## src/rtl/srb_pkg.sv

```systemverilog
package srb_pkg;

  // Golden-ratio step and the two finaliser multipliers of SplitMix64.
  localparam logic [63:0] GOLDEN_STEP = 64'h9E37_79B9_7F4A_7C15;
  localparam logic [63:0] FINAL_MUL_A = 64'hBF58_476D_1CE4_E5B9;
  localparam logic [63:0] FINAL_MUL_B = 64'h94D0_49BB_1331_11EB;

  // Number of quotient bits the remainder unit resolves, one per cycle.
  localparam int unsigned REM_BITS = 32;

  // Request kinds carried on the action field.
  localparam logic [1:0] ACT_RESEED = 2'd0;
  localparam logic [1:0] ACT_RAW    = 2'd1;
  localparam logic [1:0] ACT_BELOW  = 2'd2;
  localparam logic [1:0] ACT_RANGE  = 2'd3;

  // Register indexes of the configuration port.
  localparam logic [1:0] REG_MATCH_SEED     = 2'd0;
  localparam logic [1:0] REG_SLOT_NUMBER    = 2'd1;
  localparam logic [1:0] REG_PROFILE_WORD   = 2'd2;
  localparam logic [1:0] REG_STREAM_PURPOSE = 2'd3;

  // Addend selects for the three multiply-add steps of the seed mix.
  localparam logic [1:0] MIX_SLOT    = 2'd0;
  localparam logic [1:0] MIX_PROFILE = 2'd1;
  localparam logic [1:0] MIX_PURPOSE = 2'd2;

  typedef struct packed {
    logic [63:0] match_seed;
    logic [7:0]  slot_number;
    logic [31:0] profile_word;
    logic [7:0]  stream_purpose;
  } cfg_t;

  typedef enum logic [3:0] {
    OP_NONE,
    OP_LOAD,
    OP_MUL_GOLD,
    OP_MIX_ADD,
    OP_SEED_SET,
    OP_ADVANCE,
    OP_MUL_A,
    OP_XS27,
    OP_MUL_B,
    OP_XS31,
    OP_RES_RAW,
    OP_REM_THR,
    OP_THR_SET,
    OP_REM_D,
    OP_RES_BELOW,
    OP_PUBLISH
  } dp_op_t;

  typedef struct packed {
    dp_op_t     op;
    logic [1:0] mix_sel;
  } cmd_t;

  typedef struct packed {
    logic [1:0] action;
    logic       degen;
    logic       mul_done;
    logic       rem_done;
    logic       reject;
    logic       out_free;
  } sts_t;

  typedef enum logic [2:0] {
    MP_IDLE,
    MP_LL,
    MP_LH,
    MP_HL,
    MP_ADD
  } mul_phase_t;

  typedef enum logic [3:0] {
    S_IDLE,
    S_DISPATCH,
    S_MIX_MUL,
    S_MIX_WAIT,
    S_MIX_END,
    S_THR,
    S_THR_WAIT,
    S_DRAW_ADV,
    S_DRAW_MA,
    S_DRAW_WA,
    S_DRAW_MB,
    S_DRAW_WB,
    S_DRAW_CHK,
    S_REM_WAIT,
    S_FINISH
  } ctrl_state_t;

endpackage

```

## src/rtl/splitmix_bounded_random_core.sv

```systemverilog
// SplitMix64 random source with unbiased bounded draws. Each request on the
// in_ channel yields exactly one result on the out_ channel, and requests are
// handled one at a time: the input side takes a new request from the same
// cycle in which the previous result is first presented. Every 64-bit multiply
// runs as a start step, then three 32x32 partial products on one shared
// multiplier, an add and a hand-over. One generator draw is an advance, the
// two finaliser multiplies and a check; a raw request makes one draw, and a
// reseed runs its three multiply-add steps. A below or range request first
// works out the rejection threshold on the bit-serial remainder unit, then
// makes one draw and a fresh draw for every draw that is rejected, and takes
// the final remainder on the same unit. A below request with a zero bound,
// or a range request whose high end is not above its low end or whose span
// covers all 2^32 values, goes straight to its result without touching the
// generator state. A stalled result holds the next one back until it has
// been taken. The configuration registers sit on an APB-style port at byte
// addresses 0, 8, 16 and 24 and should only be written while no request is
// in flight.

module splitmix_bounded_random_core (
  input  logic               clk,
  input  logic               rst_n,

  input  logic               in_valid,
  output logic               in_stall,
  input  logic [1:0]         in_action,
  input  logic [31:0]        in_bound,
  input  logic signed [31:0] in_range_low,
  input  logic signed [31:0] in_range_high,

  output logic               out_valid,
  input  logic               out_stall,
  output logic signed [32:0] out_value,

  input  logic               psel,
  input  logic               penable,
  input  logic               pwrite,
  input  logic [4:0]         paddr,
  input  logic [63:0]        pwdata,
  output logic [63:0]        prdata,
  output logic               pready
);

  // Configuration registers. Registers are 64-bit aligned, so the register
  // index is taken from address bits 4 and 3.
  srb_pkg::cfg_t cfg_r;
  logic          cfg_wr;
  logic [1:0]    cfg_idx;

  // Control and status between the sequencer and the datapath.
  srb_pkg::cmd_t cmd;
  srb_pkg::sts_t status;

  assign pready  = 1'b1;
  assign cfg_idx = paddr[4:3];
  assign cfg_wr  = psel && penable && pwrite && pready;

  always_ff @(posedge clk) begin
    if (!rst_n) begin
      cfg_r <= '0;
    end else if (cfg_wr) begin
      case (cfg_idx)
        srb_pkg::REG_MATCH_SEED:     cfg_r.match_seed     <= pwdata;
        srb_pkg::REG_SLOT_NUMBER:    cfg_r.slot_number    <= pwdata[7:0];
        srb_pkg::REG_PROFILE_WORD:   cfg_r.profile_word   <= pwdata[31:0];
        srb_pkg::REG_STREAM_PURPOSE: cfg_r.stream_purpose <= pwdata[7:0];
        default: ;
      endcase
    end
  end

  // Read data is combinational from the address; narrower registers read
  // back zero-extended.
  always_comb begin
    case (cfg_idx)
      srb_pkg::REG_MATCH_SEED:     prdata = cfg_r.match_seed;
      srb_pkg::REG_SLOT_NUMBER:    prdata = 64'(cfg_r.slot_number);
      srb_pkg::REG_PROFILE_WORD:   prdata = 64'(cfg_r.profile_word);
      srb_pkg::REG_STREAM_PURPOSE: prdata = 64'(cfg_r.stream_purpose);
      default:                     prdata = '0;
    endcase
  end

  // The sequencer walks each request through the seed mix, the finaliser
  // or the rejection loop, issuing at most one datapath command per cycle.
  srb_ctrl u_ctrl (
    .clk      (clk),
    .rst_n    (rst_n),
    .in_valid (in_valid),
    .status   (status),
    .in_stall (in_stall),
    .cmd      (cmd)
  );

  // The datapath holds the generator state, the request operands, the
  // shared multiplier, the remainder unit and the output register.
  srb_datapath u_dp (
    .clk           (clk),
    .rst_n         (rst_n),
    .cfg           (cfg_r),
    .cmd           (cmd),
    .in_action     (in_action),
    .in_bound      (in_bound),
    .in_range_low  (in_range_low),
    .in_range_high (in_range_high),
    .out_stall     (out_stall),
    .out_valid     (out_valid),
    .out_value     (out_value),
    .status        (status)
  );

  // An accepted request keeps the input side stalled until it has finished.
  a_stall_after_accept : assert property (
    @(posedge clk) disable iff (!rst_n)
    (in_valid && !in_stall) |=> in_stall
  ) else $error("input not stalled after a request was accepted");

  // A new result only appears as a request completes, never while idle.
  a_result_from_request : assert property (
    @(posedge clk) disable iff (!rst_n)
    $rose(out_valid) |-> $past(in_stall)
  ) else $error("result raised without a request in flight");

  // The input side only reopens together with the hand-over of a result.
  a_reopen_with_result : assert property (
    @(posedge clk) disable iff (!rst_n)
    ($past(in_stall) && !in_stall && $past(rst_n)) |-> out_valid
  ) else $error("input reopened without a result being presented");

endmodule

```

## src/rtl/srb_mul64.sv

```systemverilog
module srb_mul64 (
  input  logic        clk,
  input  logic        rst_n,
  input  logic        start,
  input  logic [63:0] op_a,
  input  logic [63:0] op_b,
  output logic        done,
  output logic [63:0] product
);

  // Low 64 bits of a 64x64 product from three 32x32 partial products.
  srb_pkg::mul_phase_t phase_r;
  logic                done_r;
  logic [63:0]         a_r;
  logic [63:0]         b_r;
  logic [63:0]         part_r;
  logic [63:0]         acc_r;
  logic [31:0]         fa;
  logic [31:0]         fb;
  logic [63:0]         part_nxt;

  always_comb begin
    case (phase_r)
      srb_pkg::MP_LL: begin
        fa = a_r[31:0];
        fb = b_r[31:0];
      end
      srb_pkg::MP_LH: begin
        fa = a_r[31:0];
        fb = b_r[63:32];
      end
      srb_pkg::MP_HL: begin
        fa = a_r[63:32];
        fb = b_r[31:0];
      end
      default: begin
        fa = '0;
        fb = '0;
      end
    endcase
    part_nxt = 64'(fa) * 64'(fb);
  end

  always_ff @(posedge clk) begin
    if (!rst_n) begin
      phase_r <= srb_pkg::MP_IDLE;
      done_r  <= 1'b0;
    end else begin
      done_r <= 1'b0;
      case (phase_r)
        srb_pkg::MP_IDLE: if (start) phase_r <= srb_pkg::MP_LL;
        srb_pkg::MP_LL:   phase_r <= srb_pkg::MP_LH;
        srb_pkg::MP_LH:   phase_r <= srb_pkg::MP_HL;
        srb_pkg::MP_HL:   phase_r <= srb_pkg::MP_ADD;
        srb_pkg::MP_ADD: begin
          phase_r <= srb_pkg::MP_IDLE;
          done_r  <= 1'b1;
        end
        default: phase_r <= srb_pkg::MP_IDLE;
      endcase
    end
  end

  always_ff @(posedge clk) begin
    case (phase_r)
      srb_pkg::MP_IDLE: begin
        if (start) begin
          a_r <= op_a;
          b_r <= op_b;
        end
      end
      srb_pkg::MP_LL: part_r <= part_nxt;
      srb_pkg::MP_LH: begin
        acc_r  <= part_r;
        part_r <= part_nxt;
      end
      srb_pkg::MP_HL: begin
        acc_r[63:32] <= acc_r[63:32] + part_r[31:0];
        part_r       <= part_nxt;
      end
      srb_pkg::MP_ADD: acc_r[63:32] <= acc_r[63:32] + part_r[31:0];
      default: ;
    endcase
  end

  assign done    = done_r;
  assign product = acc_r;

endmodule

```

## src/rtl/srb_rem32.sv

```systemverilog
module srb_rem32 (
  input  logic        clk,
  input  logic        rst_n,
  input  logic        start,
  input  logic [31:0] dividend,
  input  logic [31:0] divisor,
  output logic        done,
  output logic [31:0] remainder
);

  // Restoring remainder, one dividend bit per cycle.
  logic        busy_r;
  logic        done_r;
  logic [4:0]  cnt_r;
  logic [31:0] dvd_r;
  logic [31:0] dsr_r;
  logic [31:0] rem_r;
  logic [32:0] shifted;
  logic [32:0] trial;

  always_comb begin
    shifted = {rem_r, dvd_r[31]};
    trial   = shifted - {1'b0, dsr_r};
  end

  always_ff @(posedge clk) begin
    if (!rst_n) begin
      busy_r <= 1'b0;
      done_r <= 1'b0;
      cnt_r  <= '0;
    end else begin
      done_r <= 1'b0;
      if (start) begin
        busy_r <= 1'b1;
        cnt_r  <= '0;
      end else if (busy_r) begin
        cnt_r <= cnt_r + 5'd1;
        if (cnt_r == 5'(srb_pkg::REM_BITS - 1)) begin
          busy_r <= 1'b0;
          done_r <= 1'b1;
        end
      end
    end
  end

  always_ff @(posedge clk) begin
    if (start) begin
      dvd_r <= dividend;
      dsr_r <= divisor;
      rem_r <= '0;
    end else if (busy_r) begin
      dvd_r <= {dvd_r[30:0], 1'b0};
      rem_r <= trial[32] ? shifted[31:0] : trial[31:0];
    end
  end

  assign done      = done_r;
  assign remainder = rem_r;

endmodule

```

## src/rtl/srb_datapath.sv

```systemverilog
module srb_datapath (
  input  logic                clk,
  input  logic                rst_n,
  input  srb_pkg::cfg_t       cfg,
  input  srb_pkg::cmd_t       cmd,
  input  logic [1:0]          in_action,
  input  logic [31:0]         in_bound,
  input  logic signed [31:0]  in_range_low,
  input  logic signed [31:0]  in_range_high,
  input  logic                out_stall,
  output logic                out_valid,
  output logic signed [32:0]  out_value,
  output srb_pkg::sts_t       status
);

  logic [63:0] state_r;
  logic        out_valid_r;
  logic [32:0] out_value_r;
  logic [63:0] z_r;
  logic [31:0] bnd_r;
  logic [31:0] low_r;
  logic [31:0] thr_r;
  logic [31:0] d_r;
  logic [32:0] result_r;
  logic [1:0]  action_r;
  logic        range_r;
  logic        degen_r;

  logic        mul_start;
  logic [63:0] mul_b;
  logic        mul_done;
  logic [63:0] product;
  logic        rem_start;
  logic [31:0] rem_dvd;
  logic        rem_done;
  logic [31:0] rem_value;

  logic        is_range;
  logic [31:0] span;
  logic [31:0] eff_bound;
  logic        hi_le_lo;
  logic [63:0] addend;
  logic [63:0] adv;
  logic [63:0] xs27;
  logic [63:0] xs31;
  logic [31:0] below_sum;

  always_comb begin
    is_range  = (in_action == srb_pkg::ACT_RANGE);
    span      = $unsigned(in_range_high) - $unsigned(in_range_low) + 32'd1;
    hi_le_lo  = (in_range_high <= in_range_low);
    eff_bound = is_range ? span : in_bound;
    case (cmd.mix_sel)
      srb_pkg::MIX_SLOT:    addend = 64'(cfg.slot_number);
      srb_pkg::MIX_PROFILE: addend = 64'(cfg.profile_word);
      srb_pkg::MIX_PURPOSE: addend = 64'(cfg.stream_purpose);
      default:              addend = '0;
    endcase
    adv       = state_r + srb_pkg::GOLDEN_STEP;
    xs27      = product ^ (product >> 27);
    xs31      = product ^ (product >> 31);
    below_sum = low_r + rem_value;
    case (cmd.op)
      srb_pkg::OP_MUL_A: mul_b = srb_pkg::FINAL_MUL_A;
      srb_pkg::OP_MUL_B: mul_b = srb_pkg::FINAL_MUL_B;
      default:           mul_b = srb_pkg::GOLDEN_STEP;
    endcase
    mul_start = (cmd.op == srb_pkg::OP_MUL_GOLD) || (cmd.op == srb_pkg::OP_MUL_A) ||
                (cmd.op == srb_pkg::OP_MUL_B);
    rem_start = (cmd.op == srb_pkg::OP_REM_THR) || (cmd.op == srb_pkg::OP_REM_D);
    // The rejection threshold 2^32 mod b equals (2^32 - b) mod b, which fits 32 bits.
    rem_dvd   = (cmd.op == srb_pkg::OP_REM_THR) ? (32'd0 - bnd_r) : d_r;
  end

  srb_mul64 u_mul (
    .clk     (clk),
    .rst_n   (rst_n),
    .start   (mul_start),
    .op_a    (z_r),
    .op_b    (mul_b),
    .done    (mul_done),
    .product (product)
  );

  srb_rem32 u_rem (
    .clk       (clk),
    .rst_n     (rst_n),
    .start     (rem_start),
    .dividend  (rem_dvd),
    .divisor   (bnd_r),
    .done      (rem_done),
    .remainder (rem_value)
  );

  always_ff @(posedge clk) begin
    if (!rst_n) begin
      state_r     <= srb_pkg::GOLDEN_STEP;
      out_valid_r <= 1'b0;
    end else begin
      if (cmd.op == srb_pkg::OP_PUBLISH) begin
        out_valid_r <= 1'b1;
      end else if (out_valid_r && !out_stall) begin
        out_valid_r <= 1'b0;
      end
      if (cmd.op == srb_pkg::OP_SEED_SET) begin
        state_r <= (z_r == 64'd0) ? srb_pkg::GOLDEN_STEP : z_r;
      end else if (cmd.op == srb_pkg::OP_ADVANCE) begin
        state_r <= adv;
      end
    end
  end

  always_ff @(posedge clk) begin
    case (cmd.op)
      srb_pkg::OP_LOAD: begin
        action_r <= in_action;
        range_r  <= is_range;
        bnd_r    <= eff_bound;
        low_r    <= is_range ? $unsigned(in_range_low) : 32'd0;
        degen_r  <= (eff_bound == 32'd0) || (is_range && hi_le_lo);
        result_r <= is_range ? {in_range_low[31], $unsigned(in_range_low)} : 33'd0;
        z_r      <= cfg.match_seed;
      end
      srb_pkg::OP_MIX_ADD:   z_r      <= product + addend;
      srb_pkg::OP_ADVANCE:   z_r      <= adv ^ (adv >> 30);
      srb_pkg::OP_XS27:      z_r      <= xs27;
      srb_pkg::OP_XS31:      d_r      <= xs31[63:32];
      srb_pkg::OP_RES_RAW:   result_r <= {1'b0, d_r};
      srb_pkg::OP_THR_SET:   thr_r    <= rem_value;
      srb_pkg::OP_RES_BELOW: result_r <= {range_r & below_sum[31], below_sum};
      srb_pkg::OP_PUBLISH:   out_value_r <= result_r;
      default: ;
    endcase
  end

  always_comb begin
    status.action   = action_r;
    status.degen    = degen_r;
    status.mul_done = mul_done;
    status.rem_done = rem_done;
    status.reject   = (d_r < thr_r);
    status.out_free = !out_valid_r || !out_stall;
  end

  assign out_valid = out_valid_r;
  assign out_value = $signed(out_value_r);

endmodule

```

## src/rtl/srb_ctrl.sv

```systemverilog
module srb_ctrl (
  input  logic          clk,
  input  logic          rst_n,
  input  logic          in_valid,
  input  srb_pkg::sts_t status,
  output logic          in_stall,
  output srb_pkg::cmd_t cmd
);

  srb_pkg::ctrl_state_t state_r;
  srb_pkg::ctrl_state_t state_nxt;
  logic [1:0]           mix_cnt_r;
  logic [1:0]           mix_cnt_nxt;

  always_ff @(posedge clk) begin
    if (!rst_n) begin
      state_r   <= srb_pkg::S_IDLE;
      mix_cnt_r <= '0;
    end else begin
      state_r   <= state_nxt;
      mix_cnt_r <= mix_cnt_nxt;
    end
  end

  always_comb begin
    state_nxt   = state_r;
    mix_cnt_nxt = mix_cnt_r;
    cmd.op      = srb_pkg::OP_NONE;
    cmd.mix_sel = mix_cnt_r;
    in_stall    = 1'b1;
    case (state_r)
      srb_pkg::S_IDLE: begin
        in_stall = 1'b0;
        if (in_valid) begin
          cmd.op    = srb_pkg::OP_LOAD;
          state_nxt = srb_pkg::S_DISPATCH;
        end
      end
      srb_pkg::S_DISPATCH: begin
        case (status.action)
          srb_pkg::ACT_RESEED: begin
            mix_cnt_nxt = srb_pkg::MIX_SLOT;
            state_nxt   = srb_pkg::S_MIX_MUL;
          end
          srb_pkg::ACT_RAW: state_nxt = srb_pkg::S_DRAW_ADV;
          default: state_nxt = status.degen ? srb_pkg::S_FINISH : srb_pkg::S_THR;
        endcase
      end
      srb_pkg::S_MIX_MUL: begin
        cmd.op    = srb_pkg::OP_MUL_GOLD;
        state_nxt = srb_pkg::S_MIX_WAIT;
      end
      srb_pkg::S_MIX_WAIT: begin
        if (status.mul_done) begin
          cmd.op = srb_pkg::OP_MIX_ADD;
          if (mix_cnt_r == srb_pkg::MIX_PURPOSE) begin
            state_nxt = srb_pkg::S_MIX_END;
          end else begin
            mix_cnt_nxt = mix_cnt_r + 2'd1;
            state_nxt   = srb_pkg::S_MIX_MUL;
          end
        end
      end
      srb_pkg::S_MIX_END: begin
        cmd.op    = srb_pkg::OP_SEED_SET;
        state_nxt = srb_pkg::S_FINISH;
      end
      srb_pkg::S_THR: begin
        cmd.op    = srb_pkg::OP_REM_THR;
        state_nxt = srb_pkg::S_THR_WAIT;
      end
      srb_pkg::S_THR_WAIT: begin
        if (status.rem_done) begin
          cmd.op    = srb_pkg::OP_THR_SET;
          state_nxt = srb_pkg::S_DRAW_ADV;
        end
      end
      srb_pkg::S_DRAW_ADV: begin
        cmd.op    = srb_pkg::OP_ADVANCE;
        state_nxt = srb_pkg::S_DRAW_MA;
      end
      srb_pkg::S_DRAW_MA: begin
        cmd.op    = srb_pkg::OP_MUL_A;
        state_nxt = srb_pkg::S_DRAW_WA;
      end
      srb_pkg::S_DRAW_WA: begin
        if (status.mul_done) begin
          cmd.op    = srb_pkg::OP_XS27;
          state_nxt = srb_pkg::S_DRAW_MB;
        end
      end
      srb_pkg::S_DRAW_MB: begin
        cmd.op    = srb_pkg::OP_MUL_B;
        state_nxt = srb_pkg::S_DRAW_WB;
      end
      srb_pkg::S_DRAW_WB: begin
        if (status.mul_done) begin
          cmd.op    = srb_pkg::OP_XS31;
          state_nxt = srb_pkg::S_DRAW_CHK;
        end
      end
      srb_pkg::S_DRAW_CHK: begin
        if (status.action == srb_pkg::ACT_RAW) begin
          cmd.op    = srb_pkg::OP_RES_RAW;
          state_nxt = srb_pkg::S_FINISH;
        end else if (status.reject) begin
          state_nxt = srb_pkg::S_DRAW_ADV;
        end else begin
          cmd.op    = srb_pkg::OP_REM_D;
          state_nxt = srb_pkg::S_REM_WAIT;
        end
      end
      srb_pkg::S_REM_WAIT: begin
        if (status.rem_done) begin
          cmd.op    = srb_pkg::OP_RES_BELOW;
          state_nxt = srb_pkg::S_FINISH;
        end
      end
      srb_pkg::S_FINISH: begin
        if (status.out_free) begin
          cmd.op    = srb_pkg::OP_PUBLISH;
          state_nxt = srb_pkg::S_IDLE;
        end
      end
      default: state_nxt = srb_pkg::S_IDLE;
    endcase
  end

endmodule

```

## config.mk

```make
export PLATFORM = sky130hd
export DESIGN_NAME = splitmix_bounded_random_core
export DESIGN_NICKNAME = d
export VERILOG_FILES = /design/src/rtl/srb_pkg.sv /design/src/rtl/splitmix_bounded_random_core.sv /design/src/rtl/srb_mul64.sv /design/src/rtl/srb_rem32.sv /design/src/rtl/srb_datapath.sv /design/src/rtl/srb_ctrl.sv
export SDC_FILE = /design/constraint.sdc
export NUM_CORES = 2
export LEC_CHECK = 0
export CORE_MARGIN = 4
export CORE_UTILIZATION = 35
export CTS_BUF_LIST = sky130_fd_sc_hd__clkbuf_4 sky130_fd_sc_hd__clkbuf_8
export CTS_CLUSTER_DIAMETER = 60
export DETAILED_ROUTE_END_ITERATION = 8
export DONT_BUFFER_PORTS = 1
export PLACE_DENSITY = 0.47
export SKIP_LAST_GASP = 1
export SLEW_MARGIN = 20
export SYNTH_ARGS = -nofsm -noshare
export SYNTH_HDL_FRONTEND = slang
export SYNTH_HIERARCHICAL = 1
export SYNTH_SLANG_ARGS = --single-unit
```

## constraint.sdc

```tcl
create_clock -name clk -period 26.7 [get_ports clk]
set_clock_uncertainty 0.1 [all_clocks]
set_input_delay 2.67 -clock clk [delete_from_list [all_inputs] [get_ports clk]]
set_output_delay 2.67 -clock clk [all_outputs]
set_load 0.02 [all_outputs]
```

======== Word-level counts from Yosys, hierarchy flattened ========
Index checks and enable logic that the tools add are counted.
word-level totals
  output and inout bits ................... 100
  input port bits ......................... 174
  flip-flop bits (word level) ............. 808
cells by class
  order comparisons ....................... 2
  multiplexer cells ....................... 54
  eq/ne operators ......................... 51
  $add $sub $neg .......................... 10
  multiply operators ...................... 1
  bitwise operators ....................... 6
  reduce and logical (&&, ||, !) cells .... 38
operators by type and width
  kind                    count
  $pmux 64 s4             2
  $mux 64                 3
  $pmux 32 s2             3
  $mux 32                 5
  $pmux 62 s2             1
  $pmux 33 s3             1
  $pmux 32 s3             1
  $add 32x32->32          2
  $add 64x32->64          1
  $add 64x64->64 const B  1
  $logic_not 64->1        1
  $mul 32x32->64          1
  $mux 4                  16
  $xor 64x33->64          1
  $xor 64x34->64          1
  $xor 64x37->64          1
  $eq 4x4->1 const B      15
  $pmux 4 s15             1
  $pmux 4 s14             1
  $mux 33                 1
  $sub 33x32->33          1
  $add 32x1->32 const B   1
  $eq 4x3->1 const B      8
  $le 32x32->1            1
  38 further kinds        92

======== Logic depth before layout (Yosys ltp) ========
  word-level depth ........................ 9
  gate-level depth with buffers ........... 35

======== Cells and area by module ========
Netlist, hierarchy kept.
by module, submodules not included
  module                        cells each  area an instance (µm²)  instances
  srb_mul64                     4426        42824.8                 1
  srb_datapath                  2622        23891.7                 1
  srb_rem32                     558         5879.4                  1
  splitmix_bounded_random_core  540         5056.1                  1
  srb_ctrl                      126         877.1                   1

======== Worst setup path before layout ========
Ideal clock, no wire load.
  path kind ............................... in2reg
  start point ............................. in out_stall
  end point ............................... reg u_dp.u_mul.a_r[0] (enable)
  slack ................................... 8.493 ns
  setup time .............................. 0.973 ns
  arrival ................................. 17.133 ns
  cell stages on the path ................. 9
  path through ............................ nand2_1 > nand3b_1 > a21boi_0 > o21ai_0 > o211ai_1 > clkbuf_1 > mux2_2 > nor2_1 > nor4b_1
RTL lines
  element                 line                                RTL
  start: declaration      splitmix_bounded_random_core.sv:31  input logic out_stall,
  end signal: assignment  srb_mul64.sv:68                     a_r <= op_a;
  end: declaration        srb_mul64.sv:14                     logic [63:0] a_r;

======== Worst setup path in the final report ========
  start point ............................. reg u_dp.u_mul.phase_r[2]
  end point ............................... reg u_dp.u_mul.part_r[62], data pin
between the ends
  word-level cells in the longest chain between the ends .. 4
ends and longest elaborated chain
  element                                          line             RTL
  start: declaration                               srb_mul64.sv:12  srb_pkg::mul_phase_t phase_r;
  start signal: assignment                         srb_mul64.sv:46  phase_r <= srb_pkg::MP_IDLE;
  start signal: assignment                         srb_mul64.sv:51  srb_pkg::MP_IDLE: if (start) phase_r <= srb_pkg::MP_LL;
  start signal: assignment                         srb_mul64.sv:52  srb_pkg::MP_LL: phase_r <= srb_pkg::MP_LH;
  $eq 3x2->1 / $eq 3x1->1 (equally long branches)  srb_mul64.sv:23  case (phase_r)
  $reduce_or 2->1 (no source line)                 --
  $pmux 32 s2                                      srb_mul64.sv:23
  $mul 32x32->64 (*)                               srb_mul64.sv:41  part_nxt = 64'(fa) * 64'(fb);
  net u_dp.u_mul.part_nxt[62]                      srb_mul64.sv:20  logic [63:0] part_nxt;
  end signal: assignment                           srb_mul64.sv:72  srb_pkg::MP_LL: part_r <= part_nxt;
  end signal: assignment                           srb_mul64.sv:75  part_r <= part_nxt;
  end signal: assignment                           srb_mul64.sv:79  part_r <= part_nxt;
  end: declaration                                 srb_mul64.sv:16  logic [63:0] part_r;
The timed path passes the listed nets; every way through them passes the cells marked *.
A chain may end at the register's enable or synchronous reset.

==> impl_results.md <==
* Last weighted congestion value of the routability-driven placer at 0.929
* Worst Tran Pin Value at 1.22 ns
* Clock transition at the registers of the reported paths at 0.06 ns
* Routed length per instance at 26.0 um
* Static power due to leakage at 0.0358 uW
* Clock Sinks at 808
* Iteration-0 DRC count of the detailed router at 5669
* Required time of the critical path at 27.23 ns
* Endpoint of the lowest-slack register-to-register path: u_dp/u_mul/part_r[62]
* Result of the run: completed
* Critical-path cell with the highest stage delay: sky130_fd_sc_hd__a22oi_2
* Setup repair after global routing missed its margin: no
* Hold path start: u_dp/result_r[13]
* Synth-to-layout area growth at 8.72%
* Overall die height at 482 um
* Largest net degree at the start of global routing at 257
* Sequential cell area fraction in the yosys report at 28.0%
* Largest area contributor in the netlist: sky130_fd_sc_hd__fa_1
* Time the final worst path needs with I/O delays and setup at approximately 11 ns
* Via count of the routed design at 61800
* Ys async rst share at 0%
* GRT Residual Overflow at 0
* First-pass GRT wire length at 428000 um
* Largest fanout of any net on the critical path at 74
* Headroom to the max-slew limit at 18.4%
* Number of cells on the worst hold path at 0
* Vias in the first global route at 62900
* Cts repair resizes at 0
* Share of final-layout standard cells stronger than drive strength 1 at 7.33%
* Gate Count Post-Synth at between 8000 and 9000
* Number of warnings reported in the yosys synthesis log at 6
* CTS root buffer: sky130_fd_sc_hd__clkbuf_8
* Worst path depth at 28
* Total number of nets in the final design at 9757
* DRC violations left at 0
* Ratio of total power to cell area at 98.0 mW/mm^2
* Final antenna-violating net count at 0
* Number of buffers added to fix hold violations after cts at 0
* Worst min-delay path category: flip-flop to flip-flop
* Area share of the largest cell type after synthesis at 23.4%
* Yosys cell types at between 100 and 150
* Top Ports at 274
* Dpl ws at 16.05 ns
* Final Non-Filler Cells at 11300
* Post-synth design cell area at 0.0785 mm^2
* Max cap viols at 0
* Signal arrival time at the worst endpoint at 11.23 ns
* Pins Over Slew Limit at 0
* Initial antenna violation count at 19
* Post-Route Utilization at 38.3%
* Avg Inst Size Synth at 9.49 um^2
* Final WL at 293000 um
* Die area at ~0.23 mm^2
* Endpoint class of the critical path: flip-flop
* Overall die width at 482 um
* Commonest cells in the netlist: sky130_fd_sc_hd__nand2_1, sky130_fd_sc_hd__inv_1, sky130_fd_sc_hd__nor2_1, sky130_fd_sc_hd__fa_1, sky130_fd_sc_hd__edfxtp_1
* Number of flops mapped to enable cells by yosys at 582
* Cells taking the most area after synthesis: sky130_fd_sc_hd__fa_1, sky130_fd_sc_hd__edfxtp_1, sky130_fd_sc_hd__ha_1
* Path type of the worst setup path: flip-flop to flip-flop
* Delay of the slowest cell on the worst path at 0.75 ns
* Count of buffers added by post-CTS timing repair for setup at 0
* Core area at ~0.22 mm^2
* HPWL after detailed placement at 223000 um
* Startpoint kind of the worst setup timing path: flip-flop
* Total instance count after detailed placement at ~11000
* CTS H-tree lvls at 4
* Drt first pass iters at 9
* Clock Path Buffers at 3
* Worst-case vdd ir drop at around 56 uV
* Insertion delay to the later sink of the worst-skew pair at 0.91 ns
* Via density per instance at 5.48
* Standard-cell rows at 173
* IO Port Bufs at 0
* Setup TNS Final at 0 ns
* Delay-heaviest family, CP: adder cells
* Source of the worst register-to-register timing path: u_dp/u_mul/phase_r[2]
* Final setup violation count at 0
* Final Hold Violating Endpoints at 0
* Top achievable clock speed at between 90 and 100 MHz
* Dominant register cell in the synthesized netlist: sky130_fd_sc_hd__edfxtp_1
* Post-route setup slack at 16.00 ns
* Number of storage elements in the synthesis netlist at 808
* Effective utilization at floorplan at 35.3%
* Destination of the worst hold path: u_dp/out_value[13]
* R2r worst-path depth at 28
* Most repeated library cell on the critical path: sky130_fd_sc_hd__fa_1
* CTS Buf Count at 148
* Cell with the most instances after synthesis: sky130_fd_sc_hd__nand2_1
* Global-route usage over all layers at 25.0%
* Clock tree from TritonCTS: done
* Critical path buffer and inverter count at 6
* Fin crit share at 40.1%
* Setup slack of the most critical reg-to-reg path at 16.00 ns
worst max-delay path by stage:
| stage | from | endpoint | slack (ns) |
|---|---|---|---|
| after floorplan | out_stall | u_dp/u_mul/a_r[0] | 8.49 |
| after global placement | u_dp/u_mul/phase_r[2] | u_dp/u_mul/part_r[62] | 16.06 |
| after detailed placement | u_dp/u_mul/phase_r[2] | u_dp/u_mul/part_r[60] | 16.05 |
| after CTS | u_dp/u_mul/phase_r[2] | u_dp/u_mul/part_r[60] | 16.01 |
| after global routing | u_dp/u_mul/phase_r[2] | u_dp/u_mul/part_r[60] | 15.59 |
| final | u_dp/u_mul/phase_r[2] | u_dp/u_mul/part_r[62] | 16.00 |
cell type report:
class                   count  area [um^2]
well taps                2975         3720
clock inverters            72          738
clock buffers             199         2480
diodes                     11         27.5
multi-input cells        6021        51300
flip-flops and latches    808        22000
repair buffers            171         1280
fillers                 22400       137000
inverters                1028         3860
stage by stage:
stage | hold WS (ns) | area [um^2] | power [uW]
4_1_cts | 0.319 | 85300 | 8370
6_report | 0.320 | 85400 | 8370
3_5_place_dp | 0.306 | 82100 | 6970
3_3_place_gp | 0.304 | 82100 | 6970
5_1_grt | 0.323 | 85400 | 8830
2_1_floorplan | 0.300 | 78600 | 5030
sequential cells by signal (all words and copies together) (netlist names), 32 cells and up:
name / flops
u_dp/u_mul/a_r: 64
u_dp/thr_r: 32
u_dp/u_rem/dvd_r: 32
u_dp/bnd_r: 32
u_dp/low_r: 32
u_dp/u_rem/dsr_r: 32
u_dp/u_rem/remainder: 32
u_dp/d_r: 32
u_dp/u_mul/part_r: 64
u_dp/result_r: 33
u_dp/u_mul/product: 64
u_dp/out_value: 33
cfg_r: 112
u_dp/state_r: 64
u_dp/u_mul/b_r: 64
u_dp/z_r: 64
power breakdown:
part           internal [uW]  switching (uW)  leakage, uW
combinational           1510            3210       0.0270
clock                    722             598      0.00168
sequential              1900             428      0.00717
total                   4130            4240       0.0358
placed cells by master (no fill, tap or decap), types with 70 or more instances in the layout:
| master | synthesis | layout |
|---|---|---|
| sky130_fd_sc_hd__nand2_1 | 1034 | 1033 |
| sky130_fd_sc_hd__fa_1 | 916 | 916 |
| sky130_fd_sc_hd__xnor2_1 | 205 | 205 |
| sky130_fd_sc_hd__mux2i_1 | 176 | 176 |
| sky130_fd_sc_hd__nor2_1 | 921 | 912 |
| sky130_fd_sc_hd__dfxtp_1 | 226 | 224 |
| sky130_fd_sc_hd__a21o_1 | 141 | 139 |
| sky130_fd_sc_hd__a21oi_1 | 317 | 299 |
| sky130_fd_sc_hd__ha_1 | 489 | 489 |
| sky130_fd_sc_hd__inv_1 | 1027 | 1027 |
| sky130_fd_sc_hd__and2_1 | 83 | 83 |
| sky130_fd_sc_hd__buf_4 | 8 | 171 |
| sky130_fd_sc_hd__o21ai_0 | 298 | 296 |
| sky130_fd_sc_hd__edfxtp_1 | 582 | 582 |
| sky130_fd_sc_hd__nand3_1 | 105 | 105 |
| sky130_fd_sc_hd__nand4_1 | 70 | 70 |
| sky130_fd_sc_hd__xor2_1 | 173 | 173 |
| sky130_fd_sc_hd__clkbuf_8 | 0 | 157 |
worst reg2reg max path: cells and delay by family, from the launching register on:
kind | cells | cell delay, ns
adders and majority gates | 9 | 4.66
buffers and inverters | 6 | 2.17
AOI/OAI and AO/OA | 6 | 1.76
and+or+nand+nor | 6 | 1.39
DFF | 1 | 0.31
xor gates and xnor gates | 1 | 0.08
per-layer routing:
layer	track usage [%]	vias up	share of wire, %
li1	-	27400	-
met1	32.9	31700	42
met2	41.3	2234	47
met3	4.33	484	7.1
met4	9.03	2	4.0
met5	0	-	0.0044
cell families after synthesis:
kind of cell / after synthesis / share of synthesized area, %
simple gates: 2630 / 14.7
buf+inv: 1456 / 7.20
fa+ha+maj: 1405 / 31.1
compound gates: 1360 / 11.6
flops: 808 / 28.0
xor+xnor: 380 / 4.27
mux: 230 / 3.13
other cells: 3 / 0.0143
Note: power is estimated with default switching activity, not from simulation.
